File: src/rtl/core/avsp_pkg.sv
// avsp_pkg: shared constants, types and colour helpers for the affine palette scan-out
package avsp_pkg;

    // frame geometry
    localparam int TOP_LINES   = 8;
    localparam int MAIN_LINES  = 216;
    localparam int LINE_PIXELS = 240;
    localparam int ROW_BASE    = 8;

    localparam int LC_W  = $clog2(TOP_LINES + MAIN_LINES);
    localparam int COL_W = $clog2(LINE_PIXELS);

    // stores
    localparam int PIX_AW    = 16;
    localparam int PIX_DEPTH = 1 << PIX_AW;
    localparam int TOP_AW    = 11;
    localparam int TOP_DEPTH = 1 << TOP_AW;
    localparam int PAL_AW    = 8;
    localparam int PAL_DEPTH = 1 << PAL_AW;

    // configuration port
    localparam int CFG_IDX_W  = 3;
    localparam int CFG_DATA_W = 16;

    typedef enum logic [1:0] {
        ACT_PIX_WR = 2'd0,
        ACT_TOP_WR = 2'd1,
        ACT_PAL_WR = 2'd2,
        ACT_EMIT   = 2'd3
    } action_t;

    typedef enum logic [CFG_IDX_W-1:0] {
        CFG_START_X   = 3'd0,
        CFG_START_Y   = 3'd1,
        CFG_ACROSS_DX = 3'd2,
        CFG_ACROSS_DY = 3'd3,
        CFG_DOWN_DX   = 3'd4,
        CFG_DOWN_DY   = 3'd5
    } cfg_idx_t;

    typedef struct packed {
        logic [15:0] start_x;
        logic [15:0] start_y;
        logic [15:0] across_dx;
        logic [15:0] across_dy;
        logic [15:0] down_dx;
        logic [15:0] down_dy;
    } cfg_t;

    // per-pixel tags that travel down the pipe
    typedef struct packed {
        logic       top;
        logic [7:0] row;
        logic       eol;
        logic       eof;
    } scan_meta_t;

    function automatic logic [15:0] pack565(input logic [7:0] r, input logic [7:0] g,
                                            input logic [7:0] b);
        pack565 = {r[7:3], g[7:2], b[7:3]};
    endfunction

    // palette contents after reset: eight full colours, eight half colours, rest white
    function automatic logic [15:0] pal_default(input logic [PAL_AW-1:0] idx);
        logic [7:0] lvl;
        lvl = idx[3] ? 8'h80 : 8'hff;
        if (idx < 8'd16)
        begin
            pal_default = pack565(idx[1] ? lvl : 8'h00, idx[2] ? lvl : 8'h00,
                                  idx[0] ? lvl : 8'h00);
        end
        else
        begin
            pal_default = pack565(8'hff, 8'hff, 8'hff);
        end
    endfunction

endpackage

File: src/rtl/core/avsp_palette.sv
// avsp_palette: 256-entry rgb565 colour lookup with per-entry valid bits over reset colours
module avsp_palette
(
    input  logic                         clk,
    input  logic                         rst_n,
    input  logic                         we,
    input  logic [avsp_pkg::PAL_AW-1:0]  waddr,
    input  logic [15:0]                  wdata,
    input  logic                         re,
    input  logic [avsp_pkg::PAL_AW-1:0]  raddr,
    output logic [15:0]                  rdata
);

    logic [15:0]                    mem [avsp_pkg::PAL_DEPTH];
    logic [avsp_pkg::PAL_DEPTH-1:0] vld_reg;
    logic [15:0]                    rd_reg;
    logic                           rd_vld_reg;
    logic [avsp_pkg::PAL_AW-1:0]    rd_idx_reg;

    always_ff @(posedge clk)
    begin
        if (we)
        begin
            mem[waddr] <= wdata;
        end
        if (re)
        begin
            rd_reg     <= mem[raddr];
            rd_vld_reg <= vld_reg[raddr];
            rd_idx_reg <= raddr;
        end
    end

    always_ff @(posedge clk or negedge rst_n)
    begin
        if (!rst_n)
        begin
            vld_reg <= '0;
        end
        else if (we)
        begin
            vld_reg[waddr] <= 1'b1;
        end
    end

    // never-written entries read as their reset colour
    assign rdata = rd_vld_reg ? rd_reg : avsp_pkg::pal_default(rd_idx_reg);

endmodule
File: config.mk
export PLATFORM = sky130hd
export DESIGN_NAME = avsp_palette
export DESIGN_NICKNAME = d
export VERILOG_FILES = /design/src/rtl/core/avsp_pkg.sv /design/src/rtl/core/avsp_palette.sv
export SDC_FILE = /design/constraint.sdc
export NUM_CORES = 2
export LEC_CHECK = 0
export BUFFER_PORTS_ARGS = -buffer_cell sky130_fd_sc_hd__buf_4
export CORE_UTILIZATION = 65
export CTS_BUF_LIST = sky130_fd_sc_hd__clkbuf_4 sky130_fd_sc_hd__clkbuf_8
export DETAILED_ROUTE_END_ITERATION = 10
export PLACE_DENSITY = 0.78
export SETUP_SLACK_MARGIN = 0.1
export SLEW_MARGIN = 10
export SYNTH_ARGS = -nofsm -noshare
export SYNTH_HDL_FRONTEND = slang
export SYNTH_SLANG_ARGS = --single-unit
File: constraint.sdc
create_clock -name clk -period 6.15 [get_ports clk]
set_input_delay 0.3075 -clock clk [delete_from_list [all_inputs] [get_ports clk]]
set_output_delay 0.3075 -clock clk [all_outputs]
set_load 0.02 [all_outputs]
==> flow_metrics.py <==
metrics = {
    "run_status": {
        "outcome": "completed",
    },
    "synthesis": {
        "synth_area_leader_cell": "sky130_fd_sc_hd__edfxtp_1",
        "synthesis.nets": 8141,
        "synth_top_family_by_area": "multiplexers",
        "synth-seq-area-share_pct": 76.8,
        "asyncSetResetFlopFracSynth_pct": 5.85,
        "synth_area_leaders": "sky130_fd_sc_hd__edfxtp_1 (73%), sky130_fd_sc_hd__mux4_2 (11%), sky130_fd_sc_hd__mux2i_1 (4.0%)",
        "post_synth_top_area_share_pct": 73.0,
        "synthMuxAreaShare_pct": 15.2,
        "postSynthRegisterBits": 4377,
        "post_synth_and_or_nand_nor_area_fraction_pct": 2.70,
        "synth.cell_area_sq_mm": 0.170,
        "synth_xor_xnor_area_share_pct": 0,
        "number_of_synthesis_warnings": 0,
        "synth_cells": 8105,
        "synth-compound-area-share_pct": 3.47,
        "synth.avg_cell_area_sq_um": 20.9,
        "post_synth_fa_ha_maj_area_fraction_pct": 0,
        "synth-edff-count": 4121,
        "synth_ff_type": "sky130_fd_sc_hd__edfxtp_1",
        "number_of_distinct_library_cells_after_synthesis": 58,
    },
    "floorplan": {
        "die_height_um": 513,
        "fp.dieW_um": 513,
        "floorplan.die_area_sq_mm": 0.263,
        "placementRows": 187,
        "placeableCoreArea_sq_mm": 0.259,
        "initial_core_util_pct": 65.3,
        "pin_count": 52,
    },
    "global_routing": {
        "grt_pass1_vias": 88000,
        "grt_antenna_before_repair": 18,
        "globalRouteTotalUtil_pct": 33.2,
        "grt_first_pass_wirelength_um": 619000,
        "grt_max_degree": 163,
        "grt_remaining_overflow": 0,
    },
    "timing": {
        "maxClockFrequency_ghz": 0.231,
        "setup-tns-final_ns": 0,
        "grt_setup_unrepaired": "no",
        "fin_skew_ns": 0.0659,
        "post-route-period-util_pct": 70.5,
        "hold_violations": 0,
        "setup_viol": 0,
        "final_max_slew_viol_count": 0,
        "tightestPinTransition_ns": 1.37,
        "slew_headroom_pct": 8.13,
        "finalWorstSetupSlack_ns": 1.82,
        "layout_min_cycle_time_ns": 4.33,
    },
    "route": {
        "post-route-drc-count": 0,
        "route.vias.total": 88400,
        "drt_first_iter_violations": 13500,
        "wl_met1_um": 153000,
        "number_of_vias_per_cell_after_detailed_routing": 6.95,
        "detailed_router_iteration_count_before_antenna_repair": 6,
        "met3RoutedLength_um": 54500,
        "avgRoutedWirePerCell_um": 34.0,
        "top_layer": "met5",
        "total_wirelength_um": 432000,
        "drt.antenna.violating_nets": 0,
        "dr_wl_met2_um": 202000,
    },
    "placement": {
        "gp_routability_congestion": 0.905,
        "number_of_port_buffers": 51,
        "dpl_cell_area_sq_mm": 0.175,
        "dp_worst_setup_slack_ns": 1.38,
        "place.detailed.instances": 11500,
        "place_hpwl_um": 250000,
    },
    "power": {
        "power_mw": 60.4,
        "vdd_ir_drop_max_mv": 0.220,
        "p_switching_mw": 13.4,
        "pwr_density_cell_mw_per_mm2": 320,
        "sw_frac_of_total_pct": 22.3,
        "p_int_mw": 46.9,
        "power.combinational.fraction_pct": 5.3,
        "p_seq_share_pct": 54.6,
        "total_leakage_power_nw": 63.3,
        "relative_contribution_of_the_clock_network_to_total_power_pct": 40.1,
    },
    "cts": {
        "post_cts_resized": 0,
        "cts_bufs_inserted": 663,
        "depth_of_the_cts_h_tree": 6,
        "cts_tree": "built",
        "tritoncts_num_sinks": 4377,
        "clockBufferDepth": 4,
        "insertion_delay_ns": 1.22,
        "root_buffer": "sky130_fd_sc_hd__clkbuf_8",
        "clk_pin_slew_worst_paths_ns": 0.06,
    },
    "cells_and_area": {
        "final_cell_area_sq_mm": 0.189,
        "final_layout_size_suffix_gt1_share_pct": 29.5,
        "layout.cells.most_common_list": "sky130_fd_sc_hd__edfxtp_1 (4121), sky130_fd_sc_hd__mux4_2 (846), sky130_fd_sc_hd__clkbuf_8 (712)",
        "finalNetCount": 8808,
        "area_delta_synth_final_pct": 11.4,
        "finish.cell_count_without_fillers": 12700,
        "final.fill_count": 14100,
        "most_common_library_cell_in_the_layout_ignoring_fill_and_taps": "sky130_fd_sc_hd__edfxtp_1",
        "largest_register_ffs": 4096,
    },
    "worst_setup_path": {
        "timing_worst_setup_path_type": "input pin to register",
        "worstPathRequired_ns": 7.07,
        "timing.critical_path.fanout_max": 48,
        "setup.worst_path.start_class": "input pin",
        "timing.critical_path.to_type": "register",
        "critPathArrivalTime_ns": 5.25,
    },
    "min_path": {
        "hp-class": "input pin to register",
    },
    "flow_run": {
        "drv.max_cap_violation_count": 0,
    },
}
## Yosys cell counts (all sizes together) (2+ instances only)
library cell  instances
or3                   8
nand3                29
a211oi               23
buf                 273
nor2b                11
a22o                 34
a22oi                33
nor3                138
dfrtp               256
a211o                 3
o22ai               201
mux2i               674
edfxtp             4121
clkbuf              198
nor4bb                3
nand2                92
nor4                 19
a311oi                3
and3                 10
o221ai              252
mux4                846
o21ai                64
o31ai                 3
o32ai                21
a32o                  4
and4b                 4
a21oi               154
o2111ai               2
and2                  4
a21o                  5
inv                  16
nor4b                 6
or2                 258
a2111oi               6
nor2                281
a221oi               17
nand4                23
nand2b                4
## final timing paths
check | from | end | slack, ns | cells after the start
min in group asynchronous | rst_n | vld_reg[112]$_DFFE_PN0P_ | 0.27 | 4
hold reg to reg | vld_reg[119]$_DFFE_PN0P_ | vld_reg[119]$_DFFE_PN0P_ | 0.46 | 1
setup reg to reg | vld_reg[3]$_DFFE_PN0P_ | rd_vld_reg$_DFFE_PP_ | 3.00 | 6
setup / recovery | raddr[2] | rd_reg[15]$_DFFE_PP_ | 1.82 | 10
hold / removal | raddr[6] | rd_idx_reg[6]$_DFFE_PP_ | 0.14 | 2
max in group asynchronous | rst_n | vld_reg[22]$_DFFE_PN0P_ | 4.97 | 4
## metrics by stage
| step | util (%) | hold WS, ns |
|---|---|---|
| 3_5_place_dp | 67.4 | 0.267 |
| 6_report | 72.8 | 0.139 |
| 3_3_place_gp | 67.4 | 0.256 |
| 4_1_cts | 72.8 | 0.0422 |
| 5_1_grt | 72.8 | 0.0626 |
| 2_1_floorplan | - | 0.0119 |
## layout make-up
cell class                 count  area (sq um)  share of cell area, %
clock buffer                 936         11500                   6.07
inverter                      16          72.6                 0.0384
timing repair buffer         473          4250                   2.25
sequential                  4377        130000                   68.9
antenna                       19          47.5                 0.0252
tap                         3402          4260                   2.25
clock inverter               259          2030                   1.07
multi-input combinational   3241         36600                   19.4
## repair_timing
item | CTS | global route
buffers inserted | 0 | 0
setup endpoints to repair | 0 | 0
hold endpoints to repair | 2292 | 0
hold buffers | 37 | 0
## power groups by stage
stage               clock, mW  combinational (mW)  sequential, mW
floorplan                   0                1.83            33.5
global placement            0                3.05            33.5
detailed placement          0                3.14            33.6
CTS                      24.4                3.17            32.9
global route             25.7                3.33            32.9
finish                   24.2                3.21            33.0
## critical path: stages
cell and delay [ns]:
sky130_fd_sc_hd__dlygate4sd3_1 0.59, sky130_fd_sc_hd__clkbuf_8 0.46, sky130_fd_sc_hd__or2_4 0.71, sky130_fd_sc_hd__buf_4 0.56, sky130_fd_sc_hd__buf_4 0.54, sky130_fd_sc_hd__o221ai_1 0.23
sky130_fd_sc_hd__o22ai_1 0.24, sky130_fd_sc_hd__nor3_1 0.14, sky130_fd_sc_hd__nor3_1 1.11, sky130_fd_sc_hd__nor4b_2 0.13
## logic make-up after synthesis
group / after synthesis
muxes: 1520
AOI/OAI and AO/OA: 827
DFF: 4377
and+or+nand+nor: 894
buffers and inverters: 487
## per-layer routing
metal  vias up  global-route usage, %
li1      35300                      -
met1     45700                   45.9
met2      6414                   50.5
met3      1026                   8.21
met4        14                   15.5
met5         -                      0
Note: power is estimated with default switching activity, not from simulation.
