[src/rtl/core/avsp_pkg.sv]
// avsp_pkg: shared constants, types and colour helpers for the affine palette scan-out
package avsp_pkg;

    // frame geometry
    localparam int TOP_LINES   = 8;
    localparam int MAIN_LINES  = 216;
    localparam int LINE_PIXELS = 240;
    localparam int ROW_BASE    = 8;

    localparam int LC_W  = $clog2(TOP_LINES + MAIN_LINES);
    localparam int COL_W = $clog2(LINE_PIXELS);

    // stores
    localparam int PIX_AW    = 16;
    localparam int PIX_DEPTH = 1 << PIX_AW;
    localparam int TOP_AW    = 11;
    localparam int TOP_DEPTH = 1 << TOP_AW;
    localparam int PAL_AW    = 8;
    localparam int PAL_DEPTH = 1 << PAL_AW;

    // configuration port
    localparam int CFG_IDX_W  = 3;
    localparam int CFG_DATA_W = 16;

    typedef enum logic [1:0] {
        ACT_PIX_WR = 2'd0,
        ACT_TOP_WR = 2'd1,
        ACT_PAL_WR = 2'd2,
        ACT_EMIT   = 2'd3
    } action_t;

    typedef enum logic [CFG_IDX_W-1:0] {
        CFG_START_X   = 3'd0,
        CFG_START_Y   = 3'd1,
        CFG_ACROSS_DX = 3'd2,
        CFG_ACROSS_DY = 3'd3,
        CFG_DOWN_DX   = 3'd4,
        CFG_DOWN_DY   = 3'd5
    } cfg_idx_t;

    typedef struct packed {
        logic [15:0] start_x;
        logic [15:0] start_y;
        logic [15:0] across_dx;
        logic [15:0] across_dy;
        logic [15:0] down_dx;
        logic [15:0] down_dy;
    } cfg_t;

    // per-pixel tags that travel down the pipe
    typedef struct packed {
        logic       top;
        logic [7:0] row;
        logic       eol;
        logic       eof;
    } scan_meta_t;

    function automatic logic [15:0] pack565(input logic [7:0] r, input logic [7:0] g,
                                            input logic [7:0] b);
        pack565 = {r[7:3], g[7:2], b[7:3]};
    endfunction

    // palette contents after reset: eight full colours, eight half colours, rest white
    function automatic logic [15:0] pal_default(input logic [PAL_AW-1:0] idx);
        logic [7:0] lvl;
        lvl = idx[3] ? 8'h80 : 8'hff;
        if (idx < 8'd16)
        begin
            pal_default = pack565(idx[1] ? lvl : 8'h00, idx[2] ? lvl : 8'h00,
                                  idx[0] ? lvl : 8'h00);
        end
        else
        begin
            pal_default = pack565(8'hff, 8'hff, 8'hff);
        end
    endfunction

endpackage

[src/rtl/core/avsp_scan.sv]
// avsp_scan: raster counters and 8.8 affine accumulators giving store addresses per pixel
module avsp_scan
(
    input  logic                         clk,
    input  logic                         rst_n,
    input  logic                         step,
    input  avsp_pkg::cfg_t               cfg,
    output logic [avsp_pkg::PIX_AW-1:0]  pix_addr,
    output logic [avsp_pkg::TOP_AW-1:0]  top_addr,
    output avsp_pkg::scan_meta_t         meta
);

    logic [avsp_pkg::LC_W-1:0]  lc_reg, lc_next;
    logic [avsp_pkg::COL_W-1:0] col_reg, col_next;
    logic [15:0] line_x_reg, line_x_next, line_y_reg, line_y_next;
    logic [15:0] pixel_x_reg, pixel_x_next, pixel_y_reg, pixel_y_next;

    logic        top, col0, first_main, eol, eof;
    logic [15:0] lx_eff, ly_eff, cur_x, cur_y;

    always_comb
    begin
        top        = lc_reg < avsp_pkg::LC_W'(avsp_pkg::TOP_LINES);
        col0       = col_reg == '0;
        first_main = lc_reg == avsp_pkg::LC_W'(avsp_pkg::TOP_LINES);
        eol        = col_reg == avsp_pkg::COL_W'(avsp_pkg::LINE_PIXELS - 1);
        eof        = eol && (lc_reg ==
                     avsp_pkg::LC_W'(avsp_pkg::TOP_LINES + avsp_pkg::MAIN_LINES - 1));

        // frame origin is picked up at the start of the first main line
        lx_eff = (col0 && first_main) ? cfg.start_x : line_x_reg;
        ly_eff = (col0 && first_main) ? cfg.start_y : line_y_reg;
        cur_x  = col0 ? lx_eff : pixel_x_reg;
        cur_y  = col0 ? ly_eff : pixel_y_reg;

        pix_addr = {cur_y[15:8], cur_x[15:8]};
        top_addr = {lc_reg[2:0], 8'(col_reg)};

        meta.top = top;
        meta.row = 8'(lc_reg) + 8'(avsp_pkg::ROW_BASE);
        meta.eol = eol;
        meta.eof = eof;

        lc_next      = lc_reg;
        col_next     = col_reg;
        line_x_next  = line_x_reg;
        line_y_next  = line_y_reg;
        pixel_x_next = pixel_x_reg;
        pixel_y_next = pixel_y_reg;

        if (step)
        begin
            if (!top)
            begin
                pixel_x_next = cur_x + cfg.across_dx;
                pixel_y_next = cur_y + cfg.across_dy;
                if (eol)
                begin
                    line_x_next = lx_eff + cfg.down_dx;
                    line_y_next = ly_eff + cfg.down_dy;
                end
                else if (col0)
                begin
                    line_x_next = lx_eff;
                    line_y_next = ly_eff;
                end
            end
            if (eol)
            begin
                col_next = '0;
                lc_next  = eof ? '0 : lc_reg + 1'b1;
            end
            else
            begin
                col_next = col_reg + 1'b1;
            end
        end
    end

    always_ff @(posedge clk or negedge rst_n)
    begin
        if (!rst_n)
        begin
            lc_reg      <= '0;
            col_reg     <= '0;
            line_x_reg  <= '0;
            line_y_reg  <= '0;
            pixel_x_reg <= '0;
            pixel_y_reg <= '0;
        end
        else
        begin
            lc_reg      <= lc_next;
            col_reg     <= col_next;
            line_x_reg  <= line_x_next;
            line_y_reg  <= line_y_next;
            pixel_x_reg <= pixel_x_next;
            pixel_y_reg <= pixel_y_next;
        end
    end

    a_col_range: assert property (@(posedge clk) disable iff (!rst_n)
        col_reg <= avsp_pkg::COL_W'(avsp_pkg::LINE_PIXELS - 1))
        else $error("column counter out of range");

    a_lc_range: assert property (@(posedge clk) disable iff (!rst_n)
        lc_reg <= avsp_pkg::LC_W'(avsp_pkg::TOP_LINES + avsp_pkg::MAIN_LINES - 1))
        else $error("line counter out of range");

    a_frame_wrap: assert property (@(posedge clk) disable iff (!rst_n)
        step && eof |=> lc_reg == '0 && col_reg == '0)
        else $error("frame did not wrap to its first pixel");

endmodule

[config.mk]
export PLATFORM = sky130hd
export DESIGN_NAME = avsp_scan
export DESIGN_NICKNAME = d
export VERILOG_FILES = /design/src/rtl/core/avsp_pkg.sv /design/src/rtl/core/avsp_scan.sv
export SDC_FILE = /design/constraint.sdc
export NUM_CORES = 1
export LEC_CHECK = 0
export ABC_AREA = 1
export BUFFER_PORTS_ARGS = -buffer_cell sky130_fd_sc_hd__buf_2
export CAP_MARGIN = 20
export CORE_MARGIN = 2
export CORE_UTILIZATION = 25
export DETAILED_ROUTE_END_ITERATION = 10
export MAX_ROUTING_LAYER = met4
export SLEW_MARGIN = 40
export SYNTH_ARGS = -nofsm -noshare
export SYNTH_HDL_FRONTEND = slang
export SYNTH_SLANG_ARGS = --single-unit
[constraint.sdc]
create_clock -name clk -period 3.3 [get_ports clk]
set_input_delay 0.33 -clock clk [delete_from_list [all_inputs] [get_ports clk]]
set_output_delay 0.33 -clock clk [all_outputs]
set_load 0.02 [all_outputs]
==> flow_metrics.tcl, run 1 <==
set metrics [dict create \
    grt_pass1_vias 7505 \
    dr.first_iter.drc_count 561 \
    drv_slew 0 \
    grt_pass1_wl_um 38700 \
    numPortBuffers 136 \
    nets 1507 \
    synth_top_cell_area_share_pct 25.4 \
    cts_max_level 3 \
    area_growth_pct 19.8 \
    netlist_area_sq_um 7880 \
    setup_viol 0 \
    p_leak_nw 5.06 \
    drtAntennaViolNets 0 \
    relSlewSlack_pct 56.7 \
    post-route-util_pct 30.6 \
    cp_max_fo 14 \
    cts_root_buf "clkbuf_16" \
    violations "hold timing" \
    synth_nets 1376 \
    dp_slack_ns 0.0242 \
    die_area_sq_um 32900 \
    cts_made_buffers 9 \
    synth_cell_types 44 \
    first_pass_iters 5 \
    cts_max_path_buffers 2 \
    finalHoldViolations 8 \
    synth_async_sr_flop_share_pct 100 \
    cts_tree "built" \
    layout-drive-gt1-share_pct 16.6 \
    ys_warn_count 0 \
    coreArea_sq_um 30800 \
    wl_um 24800 \
    ir_drop_mv 0.253 \
    die_h_um 181 \
    arrival_ns 3.33 \
    critPathLaunchType "register" \
    clock-sinks 80 \
    period_share_pct 93.5 \
    antenna_found_initial 6 \
    dp_hpwl_um 19600 \
    syn_inst 1202 \
    clk_latency_ns 0.36 \
    rsz0062_at_grt "yes" \
    vias 8028 \
    powerDensity_nw_per_um2 582 \
    met3_usage_pct 2.77 \
    wire_per_inst_um 14.3 \
    ys.flop_type "dfrtp_1" \
    syn_area_per_cell_sq_um 6.55 \
    required_ns 3.54 \
    ys_ff_latch 80 \
    die_w_um 181 \
    hold_ws_ns -0.0217 \
    grt-busiest-layer "met2" \
    max_freq_mhz 324 \
    setup_slack_ns 0.214 \
    tightest_slew_ns 0.649 \
    clock_skew_ns 0.00927 \
    routabilityCongestion 0.950 \
    yosysSeqAreaShare_pct 25.4 \
    ctsHoldBuffers 0 \
    grtUsageMet2_pct 22.3 \
    track_usage_pct 15.2 \
    finalSetupTns_ns 0 \
    vias_per_cell 4.61 \
    synth_top_cell_by_area "dfrtp_1" \
    drc 0 \
    hold_path.class "in2async" \
    layout_min_cycle_time_ns 3.09 \
    end_kind "register" \
    synth-edff-count 0 \
    rows 64 \
    met1_usage_pct 21.3 \
    clk_pin_slew_ns 0.07 \
    start_util_pct 25.5 \
    grt_overflow_total 0 \
    status "complete, but fails checks" \
    drv_cap 0 \
    ios 137 \
    path_class "reg2reg" \
    grt_max_degree 57 \
    synth.area.top_cells "dfrtp_1, nand2_1, ha_1" \
]
where the power goes:
group | internal, W | total [W] | switching (W)
clock | 0.000630 | 0.00108 | 0.000447
sequential | 0.00123 | 0.00136 | 0.000138
combinational | 0.00117 | 0.00305 | 0.00188
worst paths after layout:
| kind | slack (ns) | to | cells past startpoint | startpoint |
|---|---|---|---|---|
| max | 0.21 | line_x_reg[13] | 17 | lc_reg[0] |
| min | -0.02 | lc_reg[1] | 1 | rst_n |
| max reg2reg | 0.21 | line_x_reg[13] | 17 | lc_reg[0] |
| min reg2reg | 0.48 | line_y_reg[3] | 2 | line_y_reg[3] |
| max in group asynchronous | 2.53 | pixel_x_reg[11] | 2 | rst_n |
| min in group clk | 0.31 | pixel_y_reg[0] | 4 | cfg[32] |
stage by stage:
step                      power, W  hold WS (ns)  cell area (sq um)  std cells
after detailed placement   0.00433         0.389               8930       1710
final                      0.00549       -0.0217               9430       1740
after floorplan            0.00352        0.0344               7880       1202
after global routing       0.00599        0.0318               9430       1740
after CTS                  0.00542       0.00793               9240       1726
after global placement     0.00429         0.385               8930       1710
timing repair:
item	4_1_cts	5_1_grt
gates resized for setup	0	30
endpoints found under the hold margin	0	0
endpoints found under the setup margin	0	28
setup buffers	0	6
worst max-delay path, stage by stage, from the launching register on:
cell and delay, ns:
dfrtp_1 0.42, inv_2 0.09, ha_1 0.16, nand3_2 0.09, nor2_4 0.20, nand2_8 0.13
buf_4 0.19, a21oi_2 0.24, ha_1 0.32, a21oi_1 0.14, nand2_1 0.14, a21oi_1 0.32
nand2b_1 0.20, nand2_1 0.06, nand2_1 0.06, nand3_1 0.06, nand2_1 0.08, nand2_1 0.05
area by class of cell:
cell class	count	area (sq um)
timing repair buffer	163	943
clock buffer	12	256
multi-input combinational	931	5110
fill	3376	21400
clock inverter	4	51.3
tap	396	495
inverter	148	558
sequential	80	2000
antenna	6	15.0
cells in the final DEF, fill, tap and decap left out, types with 6 or more instances in the layout:
cell,count
o21bai_1,10
nand2_1,377
a21o_1,8
inv_2,12
a21oi_1,52
dfrtp_1,80
nand4_1,10
o211ai_1,7
nor2_1,88
inv_1,135
o21a_1,7
nor3_1,11
o21ai_0,68
xnor2_1,18
a31oi_1,13
xor2_1,19
diode_2,6
ha_1,68
nand3_1,96
buf_2,135
buf_4,24
o21ai_1,31
clkbuf_16,10
cells by family (layout without fill, tap and decap cells):
family	Yosys count	count (layout)	share of synthesized area (%)
and+or+nand+nor	609	610	32.5
AOI/OAI and AO/OA	209	209	15.0
buffers and inverters	192	327	10.6
DFF	80	80	25.4
adders and majority gates	75	75	12.3
xor gates and xnor gates	37	37	4.12
other	0	6	0
routing by layer:
layer	share of wire, %	routed length, um
met1	51	12600
met2	43	10700
met4	1.3	320
met3	5.0	1240
met5	0	0
synth_stat cells (3+ instances only):
library cell	number
nand3_1	96
xnor2_1	18
buf_4	14
buf_2	15
o21bai_1	10
a21o_1	8
o211ai_1	7
nand3b_1	5
or2_2	5
nor2_1	88
inv_1	137
o21ai_1	24
nor3_1	12
o21ai_0	76
o21a_1	7
a31oi_1	15
inv_2	11
clkbuf_1	9
a21oi_1	53
xor2_1	19
dfrtp_1	80
nand2_1	378
nor2_4	3
fa_1	4
ha_1	71
nand4_1	10
buf_6	6
Power figures use the tool's default switching activity.
==> run 2, diff against run 1 <==
--- a/config.mk
+++ b/config.mk
@@ -5,7 +5,7 @@
 export SDC_FILE = /design/constraint.sdc
 export NUM_CORES = 1
 export LEC_CHECK = 0
-export ABC_AREA = 1
+export ABC_AREA = 0
 export BUFFER_PORTS_ARGS = -buffer_cell sky130_fd_sc_hd__buf_2
 export CAP_MARGIN = 20
 export CORE_MARGIN = 2
==> constraint.sdc (replaced) <==
create_clock -name clk -period 3.5 [get_ports clk]
set_input_delay 0.35 -clock clk [delete_from_list [all_inputs] [get_ports clk]]
set_output_delay 0.35 -clock clk [all_outputs]
set_load 0.02 [all_outputs]
==> run 2 against run 1 <==
The run now ends clean. Combinational power is 17% higher. Synthesized cell count is 28% lower. Die area down 10%. Sequential share of layout area decreased by 0.84 points. Non-clock buffer count grew 85. Hold slack better by 0.023 ns. Global-route usage increased by 0.48 points. Clock-buffer cell count decreased by 3. Critical endpoint is now pixel_x_reg[15]. Largest cell class unchanged. Highest routed layer unchanged.
==> flow_metrics.tcl, run 2 <==
set metrics [dict create \
    required_ns 3.72 \
    cp_max_fo 6 \
    hold_path.class "in2async" \
    cts_made_buffers 9 \
    synth-compound-area-share_pct 23.0 \
    ctsHoldBuffers 0 \
    netlist_area_sq_um 7050 \
    synth_nets 1038 \
    cts_max_level 3 \
    vias 6995 \
    cts_max_path_buffers 2 \
    nets 1256 \
    grt_overflow_total 0 \
    rsz0062_at_grt "yes" \
    rows 61 \
    critPathLaunchType "register" \
    synthSimpleGateAreaFrac_pct 17.1 \
    ys_ff_latch 80 \
    clock-sinks 80 \
    synth_top_family_by_area "compound AO/OA/AOI/OAI gates" \
    arrival_ns 3.69 \
    synth_top_cell_by_area "dfrtp_1" \
    synth_async_sr_flop_share_pct 100 \
    antenna_found_initial 4 \
    grt_pass1_vias 6636 \
    synth-xor-area-share_pct 7.33 \
    cts_tree "built" \
    synth_top_cell_area_share_pct 28.4 \
    drc 0 \
    status "finished clean" \
    dp_hpwl_um 17100 \
    layout-drive-gt1-share_pct 35.2 \
    routabilityCongestion 0.874 \
    max_freq_mhz 288 \
    first_pass_iters 5 \
    setup_slack_ns 0.0304 \
    clk_pin_slew_ns 0.07 \
    ios 137 \
    die_h_um 172 \
    p_switching_w 0.00247 \
    period_share_pct 99.1 \
    p_seq_share_pct 21.8 \
    numPortBuffers 136 \
    switching_share_pct 41.2 \
    p_leak_nw 4.74 \
    synth_cell_types 61 \
    layout_min_cycle_time_ns 3.47 \
    layout_common_cells "nand2_1, buf_2, buf_4" \
    coreArea_sq_um 27800 \
    synth.area.top_cells "dfrtp_1, ha_1, nand2_1" \
    track_usage_pct 15.6 \
    syn_inst 864 \
    end_kind "register" \
    clk_latency_ns 0.35 \
    ys.flop_type "dfrtp_1" \
    ir_drop_mv 0.255 \
    ys_warn_count 0 \
    vias_per_cell 4.76 \
    relSlewSlack_pct 57.2 \
    drtAntennaViolNets 0 \
    post-route-util_pct 35.4 \
    drv_cap 0 \
    setup_viol 0 \
    dp_slack_ns -0.218 \
    grt_pass1_wl_um 34900 \
    drv_slew 0 \
    yosysSeqAreaShare_pct 28.4 \
    die_w_um 172 \
    powerDensity_nw_per_um2 610 \
    ys_top_cells_by_count "nand2_1, o21ai_0, dfrtp_1" \
    path_class "reg2reg" \
    syn_area_per_cell_sq_um 8.16 \
    rr_worst_depth 18 \
    clock_skew_ns 0.00908 \
    synth-edff-count 0 \
    synth_mux_area_share_pct 5.52 \
    yosys.area_share.adder_pct 13.7 \
    wl_um 22900 \
    pwr-share-comb_pct 59.3 \
    p_clk_share_pct 18.8 \
    start_util_pct 25.4 \
    dr.first_iter.drc_count 401 \
    synth_most_common_cell "nand2_1" \
    wire_per_inst_um 15.6 \
    finalHoldViolations 0 \
    cts_root_buf "clkbuf_16" \
    internal-power_w 0.00353 \
    finalSetupTns_ns 0 \
    area_growth_pct 39.5 \
    die_area_sq_um 29600 \
    grt_max_degree 66 \
    tightest_slew_ns 0.642 \
]
[run 2: cell count changes after synthesis, moves of 11 or more]
cell / before / now
a21o_1: 8 / 19
xor2_1: 19 / 30
clkbuf_1: 9 / 22
nor2_1: 88 / 47
nand2_1: 378 / 141
xnor2_1: 18 / 29
nand3_1: 96 / 16
o21ai_1: 24 / 3
inv_2: 11 / 0
mux2i_1: 0 / 22
mux2_2: 0 / 15
inv_1: 137 / 38
o21ai_0: 76 / 102
[run 2: area by class of cell]
cell class / instances / area (sq um)
multi-input combinational: 705 / 5270
inverter: 38 / 143
timing repair buffer: 248 / 1590
antenna: 5 / 12.5
fill: 2948 / 17900
clock inverter: 7 / 120
sequential: 80 / 2010
clock buffer: 9 / 225
tap: 378 / 473
[run 2: timing repair]
action	4_1_cts	5_1_grt
gates cloned	1	0
resized for setup	42	92
pin swaps	26	50
setup buffers	9	13
endpoints found under the setup margin	15	30
[run 2: layer usage]
metal  global-route usage [%]  routed length (um)  part of all wire, %  vias to the layer above
met5                        -                   0                    0                        -
met4                     2.96                 340                  1.5                        0
met3                     3.48                1060                  4.6                       26
met2                     24.7               10400                   46                      146
met1                     20.7               11000                   48                     3294
li1                         -                   -                    -                     3529
[run 2: cells by family (layout without fill, tap and decap cells)]
| logic type | Yosys count | count (layout) |
|---|---|---|
| other cells | 0 | 5 |
| flops | 80 | 80 |
| compound gates | 265 | 265 |
| buf+inv | 79 | 302 |
| fa+ha+maj | 75 | 75 |
| simple gates | 269 | 269 |
| mux | 37 | 37 |
| xor+xnor | 59 | 59 |
[run 2: metrics by stage]
step	std cells	hold WS, ns	total power [W]	cell area, sq um
finish	1470	0.00141	0.00600	9840
global route	1469	0.0497	0.00650	9840
CTS	1454	0.0300	0.00582	9370
detailed placement	1428	0.410	0.00450	8800
global placement	1428	0.461	0.00445	8790
floorplan	864	0.0544	0.00345	7110
[run 2: power by group through the flow]
stage / logic (W) / registers, W / clock network [W]
after global placement: 0.00314 / 0.00130 / 0
after CTS: 0.00336 / 0.00131 / 0.00115
after floorplan: 0.00210 / 0.00134 / 0
after detailed placement: 0.00318 / 0.00131 / 0
after global routing: 0.00397 / 0.00134 / 0.00119
final: 0.00356 / 0.00131 / 0.00113
[run 2: critical path, cell delays in order (launching register included)]
cell and delay [ns]:
dfrtp_2 0.41, inv_2 0.08, ha_4 0.12, nor3b_4 0.18, nand4_1 0.16, buf_6 0.20
buf_12 0.14, buf_12 0.14, buf_4 0.14, nand2_2 0.07, nand2_2 0.07, mux2_4 0.30
ha_4 0.16, or3_4 0.37, nor3_4 0.20, o211ai_1 0.16, xor2_1 0.18, mux2i_1 0.20
a21oi_1 0.05
[run 2: worst paths after layout]
| check | start | end | slack, ns |
|---|---|---|---|
| max | col_reg[1] | pixel_x_reg[15] | 0.03 |
| min | rst_n | line_y_reg[0] | 0.001 |
| max reg2reg | col_reg[1] | pixel_x_reg[15] | 0.03 |
| min reg2reg | pixel_y_reg[9] | pixel_y_reg[9] | 0.48 |
| max in group asynchronous | rst_n | pixel_x_reg[3] | 2.80 |
| min in group clk | cfg[93] | line_x_reg[13] | 0.26 |
